**src/sv/jqd_pkg.sv**
```systemverilog
package jqd_pkg;

    localparam int FUNC_W   = 2;
    localparam int JOB_W    = 16;
    localparam int STATUS_W = 3;

    typedef enum logic [FUNC_W-1:0] {
        FN_ADD    = 2'd0,
        FN_REMOVE = 2'd1,
        FN_DUMP   = 2'd2
    } t_func;

    typedef enum logic [STATUS_W-1:0] {
        ST_ADDED    = 3'd0,
        ST_FULL     = 3'd1,
        ST_REMOVED  = 3'd2,
        ST_NOTFOUND = 3'd3,
        ST_EMPTY    = 3'd4,
        ST_ENTRY    = 3'd5
    } t_status;

    typedef enum logic [1:0] {
        S_IDLE,
        S_REMOVE,
        S_REPORT,
        S_DUMP
    } t_state;

    // Control broadcast to every cell of the chain
    typedef struct packed {
        logic shift;
        logic keep;
        logic add;
    } t_cell_ctl;

endpackage

```
**src/sv/jqd_if.sv**
```systemverilog
interface jqd_in_if;
    import jqd_pkg::*;

    logic                valid;
    logic                ready;
    logic [FUNC_W-1:0]   func;
    logic [JOB_W-1:0]    job_number;

    modport source (output valid, func, job_number, input ready);
    modport sink   (input valid, func, job_number, output ready);
endinterface

interface jqd_out_if;
    import jqd_pkg::*;

    logic                valid;
    logic                ready;
    logic [STATUS_W-1:0] status;
    logic [JOB_W-1:0]    job_out;
    logic                last;

    modport source (output valid, status, job_out, last, input ready);
    modport sink   (input valid, status, job_out, last, output ready);
endinterface

```
**src/sv/jqd_cell.sv**
```systemverilog
module jqd_cell #(
    parameter int W   = 16,
    parameter int IW  = 4,
    parameter int IDX = 0
) (
    input  logic              i_clk,
    input  jqd_pkg::t_cell_ctl i_ctl,
    input  logic [IW-1:0]     i_tail,
    input  logic [W-1:0]      i_next,
    input  logic [W-1:0]      i_head,
    input  logic [W-1:0]      i_job,
    output logic [W-1:0]      o_data
);
    import jqd_pkg::*;

    logic [W-1:0] r_data;
    logic [W-1:0] n_data;
    logic         w_at_tail;

    assign w_at_tail = (i_tail == IW'(IDX));

    // On a shift take the neighbour's entry; the tail cell takes the recycled head instead when it is kept
    always_comb begin
        n_data = r_data;
        if (i_ctl.shift) begin
            n_data = (i_ctl.keep && w_at_tail) ? i_head : i_next;
        end else if (i_ctl.add && w_at_tail) begin
            n_data = i_job;
        end
    end

    always_ff @(posedge i_clk) begin
        r_data <= n_data;
    end

    assign o_data = r_data;

endmodule

```
**src/sv/jqd_seq.sv**
```systemverilog
module jqd_seq #(
    parameter int DEPTH = 16,
    parameter int JW    = 16,
    parameter int IW    = 4,
    parameter int CW    = 5
) (
    input  logic               i_clk,
    input  logic               i_rst_n,
    jqd_in_if.sink             i_in,
    jqd_out_if.source          o_out,
    input  logic [JW-1:0]      i_head,
    output jqd_pkg::t_cell_ctl o_ctl,
    output logic [IW-1:0]      o_tail,
    output logic [JW-1:0]      o_job
);
    import jqd_pkg::*;

    t_state               r_state,  n_state;
    logic [CW-1:0]        r_count,  n_count;
    logic [CW-1:0]        r_len,    n_len;
    logic [CW-1:0]        r_left,   n_left;
    logic                 r_found,  n_found;
    logic [JW-1:0]        r_key,    n_key;
    logic                 r_ovalid, n_ovalid;
    t_status              r_status, n_status;
    logic [JOB_W-1:0]     r_ojob,   n_ojob;
    logic                 r_olast,  n_olast;

    logic                 w_free;
    logic                 w_full;
    logic                 w_match;
    logic [JW-1:0]        w_job;
    logic [CW-1:0]        w_len_m1;
    logic [CW-1:0]        w_cnt_m1;

    assign w_free   = !r_ovalid || o_out.ready;
    assign w_full   = (r_count == CW'(DEPTH));
    assign w_match  = !r_found && (i_head == r_key);
    assign w_job    = i_in.job_number[JW-1:0];
    assign w_len_m1 = r_len - CW'(1);
    assign w_cnt_m1 = r_count - CW'(1);
    assign o_job    = w_job;

    always_comb begin
        n_state   = r_state;
        n_count   = r_count;
        n_len     = r_len;
        n_left    = r_left;
        n_found   = r_found;
        n_key     = r_key;
        n_ovalid  = r_ovalid && !o_out.ready;
        n_status  = r_status;
        n_ojob    = r_ojob;
        n_olast   = r_olast;
        o_ctl     = '0;
        o_tail    = r_count[IW-1:0];
        i_in.ready = 1'b0;

        unique case (r_state)
            S_IDLE: begin
                i_in.ready = w_free;
                if (i_in.valid && w_free) begin
                    unique case (t_func'(i_in.func))
                        FN_ADD: begin
                            n_ovalid = 1'b1;
                            n_olast  = 1'b1;
                            n_ojob   = JOB_W'(w_job);
                            if (w_full) begin
                                n_status = ST_FULL;
                            end else begin
                                n_status  = ST_ADDED;
                                o_ctl.add = 1'b1;
                                n_count   = r_count + CW'(1);
                            end
                        end
                        FN_REMOVE: begin
                            if (r_count == '0) begin
                                n_ovalid = 1'b1;
                                n_olast  = 1'b1;
                                n_ojob   = JOB_W'(w_job);
                                n_status = ST_EMPTY;
                            end else begin
                                n_key   = w_job;
                                n_len   = r_count;
                                n_left  = r_count;
                                n_found = 1'b0;
                                n_state = S_REMOVE;
                            end
                        end
                        FN_DUMP: begin
                            if (r_count == '0) begin
                                n_ovalid = 1'b1;
                                n_olast  = 1'b1;
                                n_ojob   = '0;
                                n_status = ST_EMPTY;
                            end else begin
                                n_left  = r_count;
                                n_state = S_DUMP;
                            end
                        end
                        default: ;
                    endcase
                end
            end
            S_REMOVE: begin
                // Pop the head; recycle it at the tail unless it is the first match
                o_ctl.shift = 1'b1;
                o_ctl.keep  = !w_match;
                o_tail      = w_len_m1[IW-1:0];
                if (w_match) begin
                    n_len   = w_len_m1;
                    n_found = 1'b1;
                end
                n_left = r_left - CW'(1);
                if (r_left == CW'(1)) begin
                    n_state = S_REPORT;
                end
            end
            S_REPORT: begin
                if (w_free) begin
                    n_ovalid = 1'b1;
                    n_olast  = 1'b1;
                    n_ojob   = JOB_W'(r_key);
                    n_status = r_found ? ST_REMOVED : ST_NOTFOUND;
                    n_count  = r_len;
                    n_state  = S_IDLE;
                end
            end
            S_DUMP: begin
                o_tail = w_cnt_m1[IW-1:0];
                if (w_free) begin
                    o_ctl.shift = 1'b1;
                    o_ctl.keep  = 1'b1;
                    n_ovalid    = 1'b1;
                    n_ojob      = JOB_W'(i_head);
                    n_status    = ST_ENTRY;
                    n_olast     = (r_left == CW'(1));
                    n_left      = r_left - CW'(1);
                    if (r_left == CW'(1)) begin
                        n_state = S_IDLE;
                    end
                end
            end
            default: n_state = S_IDLE;
        endcase
    end

    always_ff @(posedge i_clk) begin
        if (!i_rst_n) begin
            r_state  <= S_IDLE;
            r_count  <= '0;
            r_ovalid <= 1'b0;
        end else begin
            r_state  <= n_state;
            r_count  <= n_count;
            r_ovalid <= n_ovalid;
        end
    end

    always_ff @(posedge i_clk) begin
        r_len    <= n_len;
        r_left   <= n_left;
        r_found  <= n_found;
        r_key    <= n_key;
        r_status <= n_status;
        r_ojob   <= n_ojob;
        r_olast  <= n_olast;
    end

    assign o_out.valid   = r_ovalid;
    assign o_out.status  = r_status;
    assign o_out.job_out = r_ojob;
    assign o_out.last    = r_olast;

endmodule

```
**src/sv/job_queue_delete_by_key.sv**
```systemverilog
// Bounded job queue of DEPTH entries held in a chain of cells, head in cell 0. An add writes the
// tail cell and is done in the cycle it is taken, as is any operation on an empty queue, a full
// add or an unused code; its result is valid from the next cycle. Remove and dump rotate the
// whole queue once through the chain, one entry per cycle, a dump only while the output
// register can take a result: a remove takes the item, rotates each entry, then reports once
// the output register is free; a dump takes the item, then sends one entry out per step.
// Remove drops the first matching entry during the rotation, so order is kept. Results leave
// through a one-item output register; a new item is taken once the previous one has finished
// and the output register can take a result.
module job_queue_delete_by_key #(
    parameter int DEPTH    = 16,
    parameter int JOB_BITS = 16
) (
    input  logic      i_clk,
    input  logic      i_rst_n,
    jqd_in_if.sink    i_job,
    jqd_out_if.source o_res
);
    import jqd_pkg::*;

    localparam int JW = (JOB_BITS < JOB_W) ? JOB_BITS : JOB_W;
    localparam int IW = (DEPTH > 1) ? $clog2(DEPTH) : 1;
    localparam int CW = $clog2(DEPTH + 1);

    t_cell_ctl     w_ctl;
    logic [IW-1:0] w_tail;
    logic [JW-1:0] w_job;
    logic [JW-1:0] w_data [DEPTH];

    jqd_seq #(
        .DEPTH (DEPTH),
        .JW    (JW),
        .IW    (IW),
        .CW    (CW)
    ) u_seq (
        .i_clk   (i_clk),
        .i_rst_n (i_rst_n),
        .i_in    (i_job),
        .o_out   (o_res),
        .i_head  (w_data[0]),
        .o_ctl   (w_ctl),
        .o_tail  (w_tail),
        .o_job   (w_job)
    );

    for (genvar g = 0; g < DEPTH; g++) begin : g_cell
        logic [JW-1:0] w_next;

        if (g == DEPTH - 1) begin : g_end
            assign w_next = w_data[0];
        end else begin : g_mid
            assign w_next = w_data[g + 1];
        end

        jqd_cell #(
            .W   (JW),
            .IW  (IW),
            .IDX (g)
        ) u_cell (
            .i_clk  (i_clk),
            .i_ctl  (w_ctl),
            .i_tail (w_tail),
            .i_next (w_next),
            .i_head (w_data[0]),
            .i_job  (w_job),
            .o_data (w_data[g])
        );
    end

endmodule

```
**src/flat_wrapper.sv**
```systemverilog
// flat-port wrapper written by rule: the top's interface ports become plain ports
module job_queue_delete_by_key_flat import jqd_pkg::*;
#(
    parameter int DEPTH    = 16,
    parameter int JOB_BITS = 16
)
  (i_clk, i_rst_n, i_job_valid, i_job_func, i_job_job_number, i_job_ready, o_res_valid, o_res_status, o_res_job_out, o_res_last, o_res_ready);
  jqd_in_if i_job_i ();
  jqd_out_if o_res_i ();
  input  logic i_clk;
  input  logic i_rst_n;
  input wire logic [$bits(i_job_i.valid)-1:0] i_job_valid;
  input wire logic [$bits(i_job_i.func)-1:0] i_job_func;
  input wire logic [$bits(i_job_i.job_number)-1:0] i_job_job_number;
  output wire logic [$bits(i_job_i.ready)-1:0] i_job_ready;
  output wire logic [$bits(o_res_i.valid)-1:0] o_res_valid;
  output wire logic [$bits(o_res_i.status)-1:0] o_res_status;
  output wire logic [$bits(o_res_i.job_out)-1:0] o_res_job_out;
  output wire logic [$bits(o_res_i.last)-1:0] o_res_last;
  input wire logic [$bits(o_res_i.ready)-1:0] o_res_ready;
  assign i_job_i.valid = i_job_valid;
  assign i_job_i.func = i_job_func;
  assign i_job_i.job_number = i_job_job_number;
  assign i_job_ready = i_job_i.ready;
  assign o_res_valid = o_res_i.valid;
  assign o_res_status = o_res_i.status;
  assign o_res_job_out = o_res_i.job_out;
  assign o_res_last = o_res_i.last;
  assign o_res_i.ready = o_res_ready;
  job_queue_delete_by_key #(.DEPTH(DEPTH), .JOB_BITS(JOB_BITS)) u_core (.i_clk(i_clk), .i_rst_n(i_rst_n), .i_job(i_job_i), .o_res(o_res_i));
endmodule
```
**config.mk**
```make
export PLATFORM = sky130hd
export DESIGN_NAME = job_queue_delete_by_key_flat
export DESIGN_NICKNAME = d
export VERILOG_FILES = /design/src/sv/jqd_pkg.sv /design/src/sv/jqd_if.sv /design/src/sv/jqd_cell.sv /design/src/sv/jqd_seq.sv /design/src/sv/job_queue_delete_by_key.sv /design/src/flat_wrapper.sv
export SDC_FILE = /design/constraint.sdc
export NUM_CORES = 1
export LEC_CHECK = 0
export ABC_AREA = 1
export ABC_CLOCK_PERIOD_IN_PS = 3500
export BUFFER_PORTS_ARGS = -buffer_cell sky130_fd_sc_hd__buf_2
export CORE_ASPECT_RATIO = 1.5
export CORE_UTILIZATION = 65
export CTS_BUF_LIST = sky130_fd_sc_hd__clkbuf_8
export DETAILED_ROUTE_END_ITERATION = 7
export PLACE_DENSITY_LB_ADDON = 0.25
export SYNTH_ARGS = -nofsm -noshare
export SYNTH_HDL_FRONTEND = slang
export SYNTH_SLANG_ARGS = --single-unit
```
**constraint.sdc**
```tcl
create_clock -name i_clk -period 3.5 [get_ports i_clk]
set_input_delay 0.175 -clock i_clk [delete_from_list [all_inputs] [get_ports i_clk]]
set_output_delay 0.175 -clock i_clk [all_outputs]
set_load 0.02 [all_outputs]
```
## After elaboration in Yosys (flattened, before gate mapping)

Index checks and enable logic that the tools add are counted.

- Add/sub/neg operators: 4
- Bitwise operators: 1
- Muxes and demuxes: 109
- Eq/ne operators: 43
- Reductions and logical operators: 73

Operators with widths:

| kind | count |
|---|---|
| 16-bit 2-to-1 mux | 52 |
| 16-bit case mux with 3 select lines | 2 |
| 5-bit 2-to-1 mux | 11 |
| 2-bit nonzero test | 18 |
| 1-bit logical AND | 34 |
| 4-bit == test (second input constant) | 8 |
| 2-bit inequality test (second input constant) | 10 |
| 5-bit case mux with 2 select lines | 2 |
| 1-bit 2-to-1 mux | 18 |
| 16-bit == test | 1 |
| 4-bit by 3-bit == test with 1-bit output (second input constant) | 4 |
| 2-bit 2-to-1 mux | 8 |
| 3-bit inequality test (second input constant) | 5 |
| 5-bit case mux with 3 select lines | 1 |
| 5-bit AND reduction | 3 |
| 3-bit 2-to-1 mux | 4 |
| 5-bit by 1-bit subtractor with 5-bit output (second input constant) | 2 |
| 3-bit case mux with 3 select lines | 1 |
| 4-bit by 2-bit == test with 1-bit output (second input constant) | 2 |
| 1-bit case mux with 2 select lines | 4 |
| 2-bit case mux with 2 select lines | 2 |
| 2-bit case mux with 4 select lines | 1 |
| 4-bit case mux with 2 select lines | 1 |
| 8-bit AND reduction | 1 |
| other kinds (25) | 35 |

- Logic and storage cells: 256
- Bits in registers: 311
- Bits of input ports: 22
- Output and inout port bits: 22

## Depth between registers and ports, before layout

Gate-level depths: netlist of run 1.

- Depth after elaboration: 8
- Mapped depth: 13
- Gate-level depth less buffers: 12

## Modules after synthesis

From an unflattened synthesis of run 1, not the netlist that was laid out.

- Cell total of the unflattened synthesis: 2677
- Area, all modules: 20677.3 sq um

Modules (own cells, without submodules):

| module | area each (sq um) | times used | seq. area each (sq um) | cells each |
|---|---|---|---|---|
| jqd_cell (u_core.g_cell[10].u_cell ...) | 1113.6 | 6 | 480.5 | 143 |
| jqd_cell (u_core.g_cell[11].u_cell ...) | 1078.5 | 4 | 480.5 | 146 |
| jqd_cell (u_core.g_cell[1].u_cell ...) | 1068.5 | 4 | 480.5 | 143 |
| jqd_seq | 3276.9 | 1 | 1571.5 | 379 |
| jqd_cell (u_core.g_cell[15].u_cell) | 1068.5 | 1 | 480.5 | 142 |
| jqd_cell (u_core.g_cell[0].u_cell) | 1062.3 | 1 | 480.5 | 142 |

## Worst setup path after synthesis of run 1

OpenSTA, ideal clock, no wires.

- Path kind: reg-to-reg
- Start: register u_core.u_seq.r_len[0]
- End: register u_core.g_cell[15].u_cell.r_data[0], enable pin
- Data required time: 3.086 ns
- Cell stages (with the launch flop): 9
- Arrival: 2.704 ns
- Library setup time: 0.414 ns
- Clock period less this slack: 3.118 ns
- Path slack: 0.382 ns
- Path buffers: 0
- Cells stage by stage: edfxtp_1 inv_1 ha_1 nand2_1 nand3_1 nand2_1 nor2_2 nand2_4 o31ai_1

- Cells in the longest elaborated chain, start to end: 5

Ends and longest elaborated chain:

| element | RTL line | text |
|---|---|---|
| start, declared | jqd_seq.sv:20 | `logic [CW-1:0] r_len, n_len;` |
| start signal, assigned | jqd_seq.sv:161 | `r_len <= n_len;` |
| 5-bit by 1-bit subtractor with 5-bit output | jqd_seq.sv:40 | `assign w_len_m1 = r_len - CW'(1);` |
| 4-bit case mux with 2 select lines | jqd_seq.sv:59 | `unique case (r_state)` |
| 4-bit == test | jqd_cell.sv:20 | `assign w_at_tail = (i_tail == IW'(IDX));` |
| 1-bit logical AND | jqd_cell.sv:27 | `end else if (i_ctl.add && w_at_tail) begin` |
| 2-bit nonzero test (no source line) | n/a |  |
| end signal, assigned | jqd_cell.sv:33 | `r_data <= n_data;` |
| end, declared | jqd_cell.sv:16 | `logic [W-1:0] r_data;` |

No other way between the ends.
A chain may end at the register's enable or synchronous reset.

## Worst setup path in the final report of run 1

- Start: register u_core.g_cell[0].u_cell.r_data[9]
- End: register u_core.g_cell[13].u_cell.r_data[7], data pin

- Cells in the longest elaborated chain, start to end: 7

Ends and longest elaborated chain:

| element | RTL line | text |
|---|---|---|
| start, declared | jqd_cell.sv:16 |  |
| start signal, assigned | jqd_cell.sv:33 |  |
| 16-bit == test | jqd_seq.sv:38 | `assign w_match = !r_found && (i_head == r_key);` |
| 1-bit logical AND | jqd_seq.sv:38 |  |
| 1-bit zero test | jqd_seq.sv:108 | `o_ctl.keep = !w_match;` |
| 2-bit case mux with 2 select lines | jqd_seq.sv:59 |  |
| 1-bit logical AND | jqd_cell.sv:26 | `n_data = (i_ctl.keep && w_at_tail) ? i_head : i_next;` |
| 16-bit 2-to-1 mux | jqd_cell.sv:26 |  |
| 16-bit 2-to-1 mux | jqd_cell.sv:25 | `if (i_ctl.shift) begin` |
| named net u_core.g_cell[13].u_cell.n_data[7] | jqd_cell.sv:17 | `logic [W-1:0] n_data;` |
| end signal, assigned | jqd_cell.sv:33 |  |
| end, declared | jqd_cell.sv:16 |  |

The timed path passes the listed nets, and every way through them passes these cells.

==> results.json, run 1 <==
{
  "grt_first_pass_wirelength_mm": 80.0,
  "grt_setup_unrepaired": "no",
  "htreeDepth": 2,
  "place_hpwl_mm": 32.4,
  "use_met2": 0.617,
  "vias_per_cell": 6.20,
  "period_share": 0.908,
  "status": "complete, no violations",
  "drv_slew": 0,
  "final_cells": 2440,
  "drc": 0,
  "dp_cells": 2337,
  "cts.sinks": 311,
  "worstSetupPathType": "reg2reg",
  "ys_seq_area_frac": 0.537,
  "synthesis.area_sq_um": 17300,
  "diodes": 0,
  "drtAntennaViolNets": 0,
  "post_cts_buffers": 0,
  "irDropWorstVdd_mv": 0.398,
  "ff2ff_path_depth": 11,
  "wl_per_cell_um": 20.8,
  "numCtsBuffers": 46,
  "critical_path.max_fanout": 25,
  "insertion_delay_ns": 0.59,
  "setup_viol": 0,
  "cts_buffer_depth": 3,
  "grtUsageMet1": 0.471,
  "ios": 44,
  "die_h_um": 202,
  "rows": 72,
  "numPortBuffers": 43,
  "pre_cts_slack_ns": 0.495,
  "yosysWarnings": 0,
  "dr.pass1.iters": 6,
  "busiest_layer": "met2",
  "r2r_start": "u_core.g_cell[0].u_cell.o_data[9]",
  "tritoncts": "done",
  "max-slew-margin-rel": 0.202,
  "syn_nets": 2070,
  "fin_crit_ns": 3.18,
  "synth_cell_type_count": 37,
  "multi_input_area_sq_um": 6260,
  "initial_core_util": 0.665,
  "p_per_area_nw_per_um2": 577,
  "ctsRootBufferMaster": "clkbuf_8",
  "p_leak_uw": 0.00794,
  "mostFrequentLayoutCells": "404 x nand2_1, 303 x edfxtp_1, 298 x inv_1, 262 x nor2_1, 240 x nand3_1",
  "r2r_end": "u_core.g_cell[13].u_cell.o_data[7]",
  "cts_resized": 0,
  "antenna_found_initial": 0,
  "ys_seq_elements": 311,
  "seqCellArea_sq_um": 9260,
  "finish.instance_area_sq_um": 19100,
  "cp_data_arrival_time_ns": 3.61,
  "die_area_sq_um": 27200,
  "final_common_cell": "nand2_1",
  "n_fill_cell": 1905,
  "via_count": 15100,
  "tns_ns": 0,
  "synth_cells": 2038,
  "drive_gt1_frac": 0.113,
  "core_area_sq_um": 25900,
  "fin_worst_skew_ns": 0.0219,
  "initialDrtViolationCount": 1611,
  "die_w_um": 135,
  "worst_slew_pin_slew_ns": 1.19,
  "grt_use_met3": 0.0723,
  "gp_congestion": 0.945,
  "cp-start-kind": "register",
  "hold_class": "in2reg",
  "synthToLayoutAreaGrowth_pct": 10.6,
  "clk_pin_slew_ns": 0.07,
  "r2r_slack_ns": 0.32,
  "setup_ws_ns": 0.321,
  "fin_nets": 2102,
  "gr-usage-all-layers": 0.385,
  "maxCapViolations": 0,
  "finalHoldViolations": 0,
  "avgSynthCellArea_sq_um": 8.47,
  "crit_end": "u_core.g_cell[13].u_cell.o_data[7]",
  "cp.required_ns": 3.93,
  "overflow": 0,
  "grt_pass1_vias": 14800,
  "place_area_sq_um": 18000,
  "end_kind": "register",
  "drt_wl_total_mm": 50.7,
  "startpoint": "u_core.g_cell[0].u_cell.o_data[9]",
  "timing.fmax_mhz": 315,
  "grt_max_degree": 87
}
-- cells in the mapped netlist, drive strengths merged --
cell type / count / area (sq um)
a21oi: 20 / 100
a221oi: 1 / 8.76
a22oi: 1 / 7.51
a31oi: 3 / 18.8
buf: 60 / 284
clkbuf: 104 / 393
clkinv: 1 / 3.75
dfxtp: 8 / 160
edfxtp: 303 / 9100
ha: 10 / 125
inv: 289 / 1080
nand2: 410 / 1560
nand3: 257 / 1370
nand3b: 4 / 30.0
nand4: 226 / 1410
nor2: 272 / 1080
nor3: 11 / 144
nor4: 1 / 6.26
o211ai: 3 / 22.5
o21ai: 34 / 170
o221ai: 11 / 96.3
o31ai: 1 / 7.51
or2: 2 / 12.5
xnor2: 3 / 26.3
xor2: 3 / 26.3
-- critical path, stage by stage, from the launching register on --
cell	delay (ns)
edfxtp_1	0.80
inv_1	0.30
nand2_1	0.14
o21ai_0	0.09
nor2_1	0.11
nand2_1	0.07
nor2_1	0.26
nand3_4	0.36
buf_4	0.36
nand3_2	0.30
nand2_1	0.11
nand3_1	0.09
-- where the power goes --
group / leakage [uW] / switching [uW] / internal [uW]
sequential: 0.00284 / 222 / 4870
clock: 0.000513 / 1460 / 1540
combinational: 0.00459 / 2140 / 771
-- flip-flops by register name, summed over array words and instances, names as in the netlist --
signal                       count
u_core.u_seq.r_left              5
u_core.u_seq.o_out.status        3
u_core.u_seq.r_key              16
u_core.u_seq.o_out.job_out      16
u_core.u_seq.r_count             5
u_core.u_seq.r_found             1
u_core.u_seq.o_out.last          1
u_core.u_seq.r_state             2
u_core.g_cell.u_cell.o_data    256
u_core.u_seq.o_out.valid         1
u_core.u_seq.r_len               5
-- layer usage --
layer  wire, um  part of all wire
met4       3600             0.071
met3       5480              0.11
met1      17600              0.35
met2      24000              0.47
met5          0                 0
-- repair_timing --
| item | 4_1_cts | 5_1_grt |
|---|---|---|
| hold buffers | 18 | 0 |
| setup endpoints to repair | 0 | 0 |
| hold endpoints to repair | 39 | 0 |
-- cells by family after synthesis --
kind of cell	Yosys count	share of synthesized area
and+or+nand+nor	1183	0.326
DFF	311	0.537
adders and majority gates	10	0.00725
xor gates and xnor gates	6	0.00305
AOI/OAI and AO/OA	74	0.0250
buffers and inverters	454	0.102
-- how the worst min path moves through the flow --
stage / startpoint / end / cells after the start
after floorplan: i_job_job_number[0] / u_core.u_seq.r_key[0] / 0
after global placement: i_job_job_number[2] / u_core.u_seq.r_key[2] / 1
after detailed placement: i_job_job_number[10] / u_core.u_seq.r_key[10] / 1
after CTS: i_job_func[1] / u_core.u_seq.r_state[1] / 6
after global routing: i_job_func[1] / u_core.u_seq.r_state[1] / 6
final: i_job_func[1] / u_core.u_seq.r_state[1] / 6
-- through the flow --
stage / hold WS [ns] / total power, uW / utilization
2_1_floorplan: 0.274 / 6910 / -
3_3_place_gp: 0.379 / 7860 / 0.694
3_5_place_dp: 0.383 / 7950 / 0.694
4_1_cts: 0.158 / 10900 / 0.736
5_1_grt: 0.240 / 11400 / 0.736
6_report: 0.173 / 11000 / 0.736
-- layout make-up --
class	count	share of cell area
clock buffers	50	0.0361
clock inverters	35	0.0113
inverters	290	0.0574
multi-input cells	1273	0.328
flip-flops and latches	311	0.485
well taps	333	0.0218
repair buffers	148	0.0602
No activity file was read; power rests on OpenSTA's default activity.
==> run 2, diff against run 1 <==
--- a/config.mk
+++ b/config.mk
@@ -8,7 +8,7 @@
 export ABC_AREA = 1
 export ABC_CLOCK_PERIOD_IN_PS = 3500
 export BUFFER_PORTS_ARGS = -buffer_cell sky130_fd_sc_hd__buf_2
-export CORE_ASPECT_RATIO = 1.5
+export CORE_ASPECT_RATIO = 0.8
 export CORE_UTILIZATION = 65
 export CTS_BUF_LIST = sky130_fd_sc_hd__clkbuf_8
 export DETAILED_ROUTE_END_ITERATION = 7
==> run 2 against run 1 <==
Against the previous run: cell count rose by 0.37%; count of clock-buffer cells in the layout rose by 4; fmax rose by 1.8%; utilization rose by 0.22 points; hold slack got worse by 0.12 ns; clock power barely moved; largest cell class unchanged.
==> results.json, run 2 (same netlist as run 1, synthesis figures left out) <==
{
  "status": "complete, no violations",
  "max-slew-margin-rel": 0.316,
  "grt_max_degree": 129,
  "setup_ws_ns": 0.376,
  "cp_data_arrival_time_ns": 3.42,
  "vias_per_cell": 6.18,
  "final_common_cell": "nand2_1",
  "insertion_delay_ns": 0.59,
  "period_share": 0.892,
  "drc": 0,
  "place_area_sq_um": 17800,
  "die_w_um": 184,
  "initial_core_util": 0.671,
  "fin_worst_skew_ns": 0.0175,
  "via_count": 15100,
  "critical_path.max_fanout": 17,
  "switching_share": 0.350,
  "p_leak_uw": 0.00785,
  "end_kind": "register",
  "numCtsBuffers": 50,
  "clock_power_share": 0.275,
  "place_hpwl_mm": 30.4,
  "worstSetupPathType": "reg2reg",
  "largest_register_ffs": 256,
  "p_per_area_nw_per_um2": 577,
  "finish.instance_area_sq_um": 19000,
  "mostFrequentLayoutCells": "404 x nand2_1, 303 x edfxtp_1, 294 x inv_1, 262 x nor2_1, 240 x nand3_1",
  "core_area_sq_um": 25700,
  "numPortBuffers": 43,
  "fin_nets": 2088,
  "die_area_sq_um": 27200,
  "seqCellArea_sq_um": 9260,
  "cts_buffer_depth": 3,
  "grt_first_pass_wirelength_mm": 76.5,
  "drtAntennaViolNets": 0,
  "die_h_um": 148,
  "cts.sinks": 311,
  "drive_gt1_frac": 0.109,
  "wl_per_cell_um": 20.1,
  "worst_slew_pin_slew_ns": 1.02,
  "p_seq_frac": 0.468,
  "cts_resized": 0,
  "grt_setup_unrepaired": "no",
  "timing.fmax_mhz": 320,
  "p_switching_uw": 3830,
  "antenna_found_initial": 0,
  "htreeDepth": 2,
  "hold_class": "in2reg",
  "maxCapViolations": 0,
  "grt_pass1_vias": 14000,
  "whs_ns": 0.0492,
  "finalHoldViolations": 0,
  "multi_input_area_sq_um": 6260,
  "gr-usage-all-layers": 0.368,
  "fin_crit_ns": 3.12,
  "gp_congestion": 0.935,
  "n_fill_cell": 1843,
  "initialDrtViolationCount": 2366,
  "diodes": 0,
  "p_int_uw": 7110,
  "synthToLayoutAreaGrowth_pct": 9.90,
  "cp.required_ns": 3.79,
  "ios": 44,
  "cp-start-kind": "register",
  "setup_viol": 0,
  "tns_ns": 0,
  "dr.pass1.iters": 6,
  "irDropWorstVdd_mv": 0.537,
  "tritoncts": "done",
  "clk_pin_slew_ns": 0.06,
  "pre_cts_slack_ns": 0.484,
  "drv_slew": 0,
  "overflow": 0,
  "ctsRootBufferMaster": "clkbuf_8",
  "rows": 52,
  "combPwrFrac": 0.257,
  "drt_wl_total_mm": 49.3
}
## run 2: cell types whose count changed in the layout (fill, tap and decap cells not counted), moves of 2 or more
cell	previous run	this run
clkinv_1	15	19
buf_12	8	4
inv_1	298	294
clkbuf_8	50	54
clkinv_2	5	9
buf_4	79	65
clkinvlp_4	0	2
bufinv_16	3	1
## run 2: layer usage
metal  vias to the layer above  global-route usage  share of wire
met1                      6973               0.517           0.38
li1                       6914                   -              -
met3                       161              0.0875           0.14
met4                         0               0.176          0.045
met5                         -                   0              0
met2                      1098               0.541           0.44
## run 2: stage by stage
| stage | instances | utilization | total power, uW |
|---|---|---|---|
| after floorplan | 2038 | - | 6910 |
| after global placement | 2337 | 0.694 | 7800 |
| after detailed placement | 2337 | 0.694 | 7880 |
| after CTS | 2449 | 0.738 | 10900 |
| after global routing | 2449 | 0.738 | 11300 |
| final | 2449 | 0.738 | 10900 |
## run 2: power by group through the flow
| stage | combinational, uW | sequential, uW | clock, uW |
|---|---|---|---|
| after global placement | 2620 | 5170 | 0 |
| final | 2810 | 5130 | 3010 |
| after detailed placement | 2700 | 5180 | 0 |
| after global routing | 3020 | 5160 | 3170 |
| after CTS | 2720 | 5110 | 3020 |
| after floorplan | 1800 | 5110 | 0 |
## run 2: final timing paths
path | start | slack [ns] | end | depth (start not counted)
hold reg to reg | u_core.g_cell[1].u_cell.o_data[10] | 0.53 | u_core.g_cell[0].u_cell.o_data[10] | 2
setup reg to reg | u_core.u_seq.r_count[0] | 0.38 | u_core.g_cell[7].u_cell.o_data[11] | 11
hold / removal | i_job_valid | 0.05 | u_core.u_seq.o_out.valid | 5
setup / recovery | u_core.u_seq.r_count[0] | 0.38 | u_core.g_cell[7].u_cell.o_data[11] | 11
## run 2: cell type report
| class | instances | area share |
|---|---|---|
| clock buffer | 54 | 0.0392 |
| clock inverter | 40 | 0.0106 |
| inverter | 290 | 0.0578 |
| multi-input combinational | 1273 | 0.330 |
| sequential | 311 | 0.488 |
| tap | 351 | 0.0232 |
| timing repair buffer | 130 | 0.0508 |
## run 2: timing repair
item	in CTS	in global routing
hold buffers	18	0
endpoints found under the hold margin	40	0
buffers inserted	0	0
## run 2: worst max-delay path: stages, from the launching register on
cell     delay (ns)
dfxtp_1        0.48
inv_1          0.22
ha_1           0.36
inv_1          0.07
nor2_1         0.06
nor3_2         0.25
nand2_2        0.19
nor3_4         0.28
buf_4          0.27
nand3_2        0.31
nand2_1        0.22
nand3_1        0.09
==> run 3, diff against run 2 <==
--- a/config.mk
+++ b/config.mk
@@ -12,6 +12,7 @@
 export CORE_UTILIZATION = 65
 export CTS_BUF_LIST = sky130_fd_sc_hd__clkbuf_8
 export DETAILED_ROUTE_END_ITERATION = 7
+export HOLD_SLACK_MARGIN = 0.08
 export PLACE_DENSITY_LB_ADDON = 0.25
 export SYNTH_ARGS = -nofsm -noshare
 export SYNTH_HDL_FRONTEND = slang
==> run 3 against run 2 <==
Against the previous run: clock power about the same; power about the same; cell count about the same; non-clock buffer count increased by 1; critical path depth unchanged; sequential share of layout area about the same; clock skew decreased by 0.0020 ns; hold slack improved by 0.048 ns; via count about the same; combinational power about the same; sequential cell count unchanged; first-iteration DRC count increased by 0.59%.
==> results.json, run 3 (same netlist as run 1, synthesis figures left out) <==
{
  "ctsRootBufferMaster": "clkbuf_8",
  "cp.required_ns": 3.79,
  "p_per_area_nw_per_um2": 577,
  "vias_per_cell": 6.18,
  "dr.pass1.iters": 6,
  "irDropWorstVdd_mv": 0.535,
  "largest_register_ffs": 256,
  "drtAntennaViolNets": 0,
  "place_area_sq_um": 17800,
  "initial_core_util": 0.671,
  "core_area_sq_um": 25700,
  "max-slew-margin-rel": 0.337,
  "tritoncts": "done",
  "setup_viol": 0,
  "fin_crit_ns": 3.11,
  "drc": 0,
  "wl_per_cell_um": 20.2,
  "cts.sinks": 311,
  "holdBufCountCts": 19,
  "fin_worst_skew_ns": 0.0155,
  "die_area_sq_um": 27200,
  "p_leak_uw": 0.00786,
  "rows": 52,
  "maxCapViolations": 0,
  "grt_pass1_vias": 14000,
  "via_count": 15200,
  "numCtsBuffers": 50,
  "post_cts_buffers": 0,
  "gp_congestion": 0.935,
  "drt_wl_total_mm": 49.5,
  "cp_data_arrival_time_ns": 3.41,
  "cp-start-kind": "register",
  "gr-usage-all-layers": 0.368,
  "numPortBuffers": 43,
  "htreeDepth": 2,
  "worst_slew_pin_slew_ns": 0.992,
  "drv_slew": 0,
  "diodes": 0,
  "setup_ws_ns": 0.387,
  "die_w_um": 184,
  "clk_pin_slew_ns": 0.06,
  "hold_class": "in2reg",
  "status": "complete, no violations",
  "startpoint": "u_core.u_seq.r_count[0]",
  "initialDrtViolationCount": 2380,
  "whs_ns": 0.0970,
  "fin_nets": 2089,
  "grt_setup_unrepaired": "no",
  "timing.fmax_mhz": 321,
  "synthToLayoutAreaGrowth_pct": 9.95,
  "r2r_slack_ns": 0.39,
  "insertion_delay_ns": 0.59,
  "end_kind": "register",
  "overflow": 0,
  "r2r_start": "u_core.u_seq.r_count[0]",
  "period_share": 0.889,
  "critical_path.max_fanout": 17,
  "cts_buffer_depth": 3,
  "r2r_end": "u_core.g_cell[7].u_cell.o_data[11]",
  "tns_ns": 0,
  "grt_first_pass_wirelength_mm": 76.5,
  "pre_cts_slack_ns": 0.484,
  "cts_resized": 0,
  "drive_gt1_frac": 0.109,
  "finish.instance_area_sq_um": 19000,
  "ios": 44,
  "die_h_um": 148,
  "finalHoldViolations": 0,
  "worstSetupPathType": "reg2reg",
  "mostFrequentLayoutCells": "404 x nand2_1, 303 x edfxtp_1, 294 x inv_1, 262 x nor2_1, 240 x nand3_1",
  "crit_end": "u_core.g_cell[7].u_cell.o_data[11]",
  "final_common_cell": "nand2_1",
  "ff2ff_path_depth": 11,
  "place_hpwl_mm": 30.4,
  "grt_max_degree": 129,
  "antenna_found_initial": 0
}
## run 3: cell types whose count changed in the layout (fill, tap and decap cells not counted)
cell / change
dlygate4sd3_1: +1
## run 3: power breakdown
group | total (uW) | internal (uW) | switching, uW | leakage (uW)
clock | 3010 | 1500 | 1500 | 0.000519
combinational | 2810 | 728 | 2090 | 0.00450
sequential | 5130 | 4880 | 250 | 0.00284
## run 3: worst min path at each step
stage	startpoint	to	slack, ns	depth (start not counted)
after floorplan	i_job_job_number[0]	u_core.u_seq.r_key[0]	0.27	0
final	i_job_func[1]	u_core.u_seq.o_out.valid	0.1	5
after detailed placement	i_job_job_number[14]	u_core.u_seq.r_key[14]	0.39	1
after global routing	i_job_func[0]	u_core.u_seq.o_out.valid	0.13	5
after CTS	i_job_func[1]	u_core.u_seq.o_out.valid	0.08	5
after global placement	i_job_job_number[13]	u_core.u_seq.r_key[13]	0.39	1
## run 3: area by class of cell
type	instances	area (sq um)
inverter	290	1100
sequential	311	9260
multi-input combinational	1273	6260
timing repair buffer	131	973
clock inverter	40	200
clock buffer	54	743
fill	1842	6730
tap	351	439
## run 3: through the flow
step,utilization,cells,total power [uW]
floorplan,-,2038,6910
global placement,0.694,2337,7800
detailed placement,0.694,2337,7880
CTS,0.738,2450,10900
global route,0.738,2450,11300
finish,0.738,2450,10900
## run 3: metal layers
metal	vias to the layer above	share of wire	global-route usage
met5	-	0	0
met4	0	0.047	0.176
met3	166	0.13	0.0875
met2	1105	0.44	0.541
met1	6966	0.38	0.518
li1	6916	-	-
## run 3: worst max-delay path, cell delays in order (launching register included)
cell     delay (ns)
dfxtp_1        0.48
inv_1          0.22
ha_1           0.36
inv_1          0.06
nor2_1         0.06
nor3_2         0.25
nand2_2        0.19
nor3_4         0.28
buf_4          0.28
nand3_2        0.31
nand2_1        0.22
nand3_1        0.10
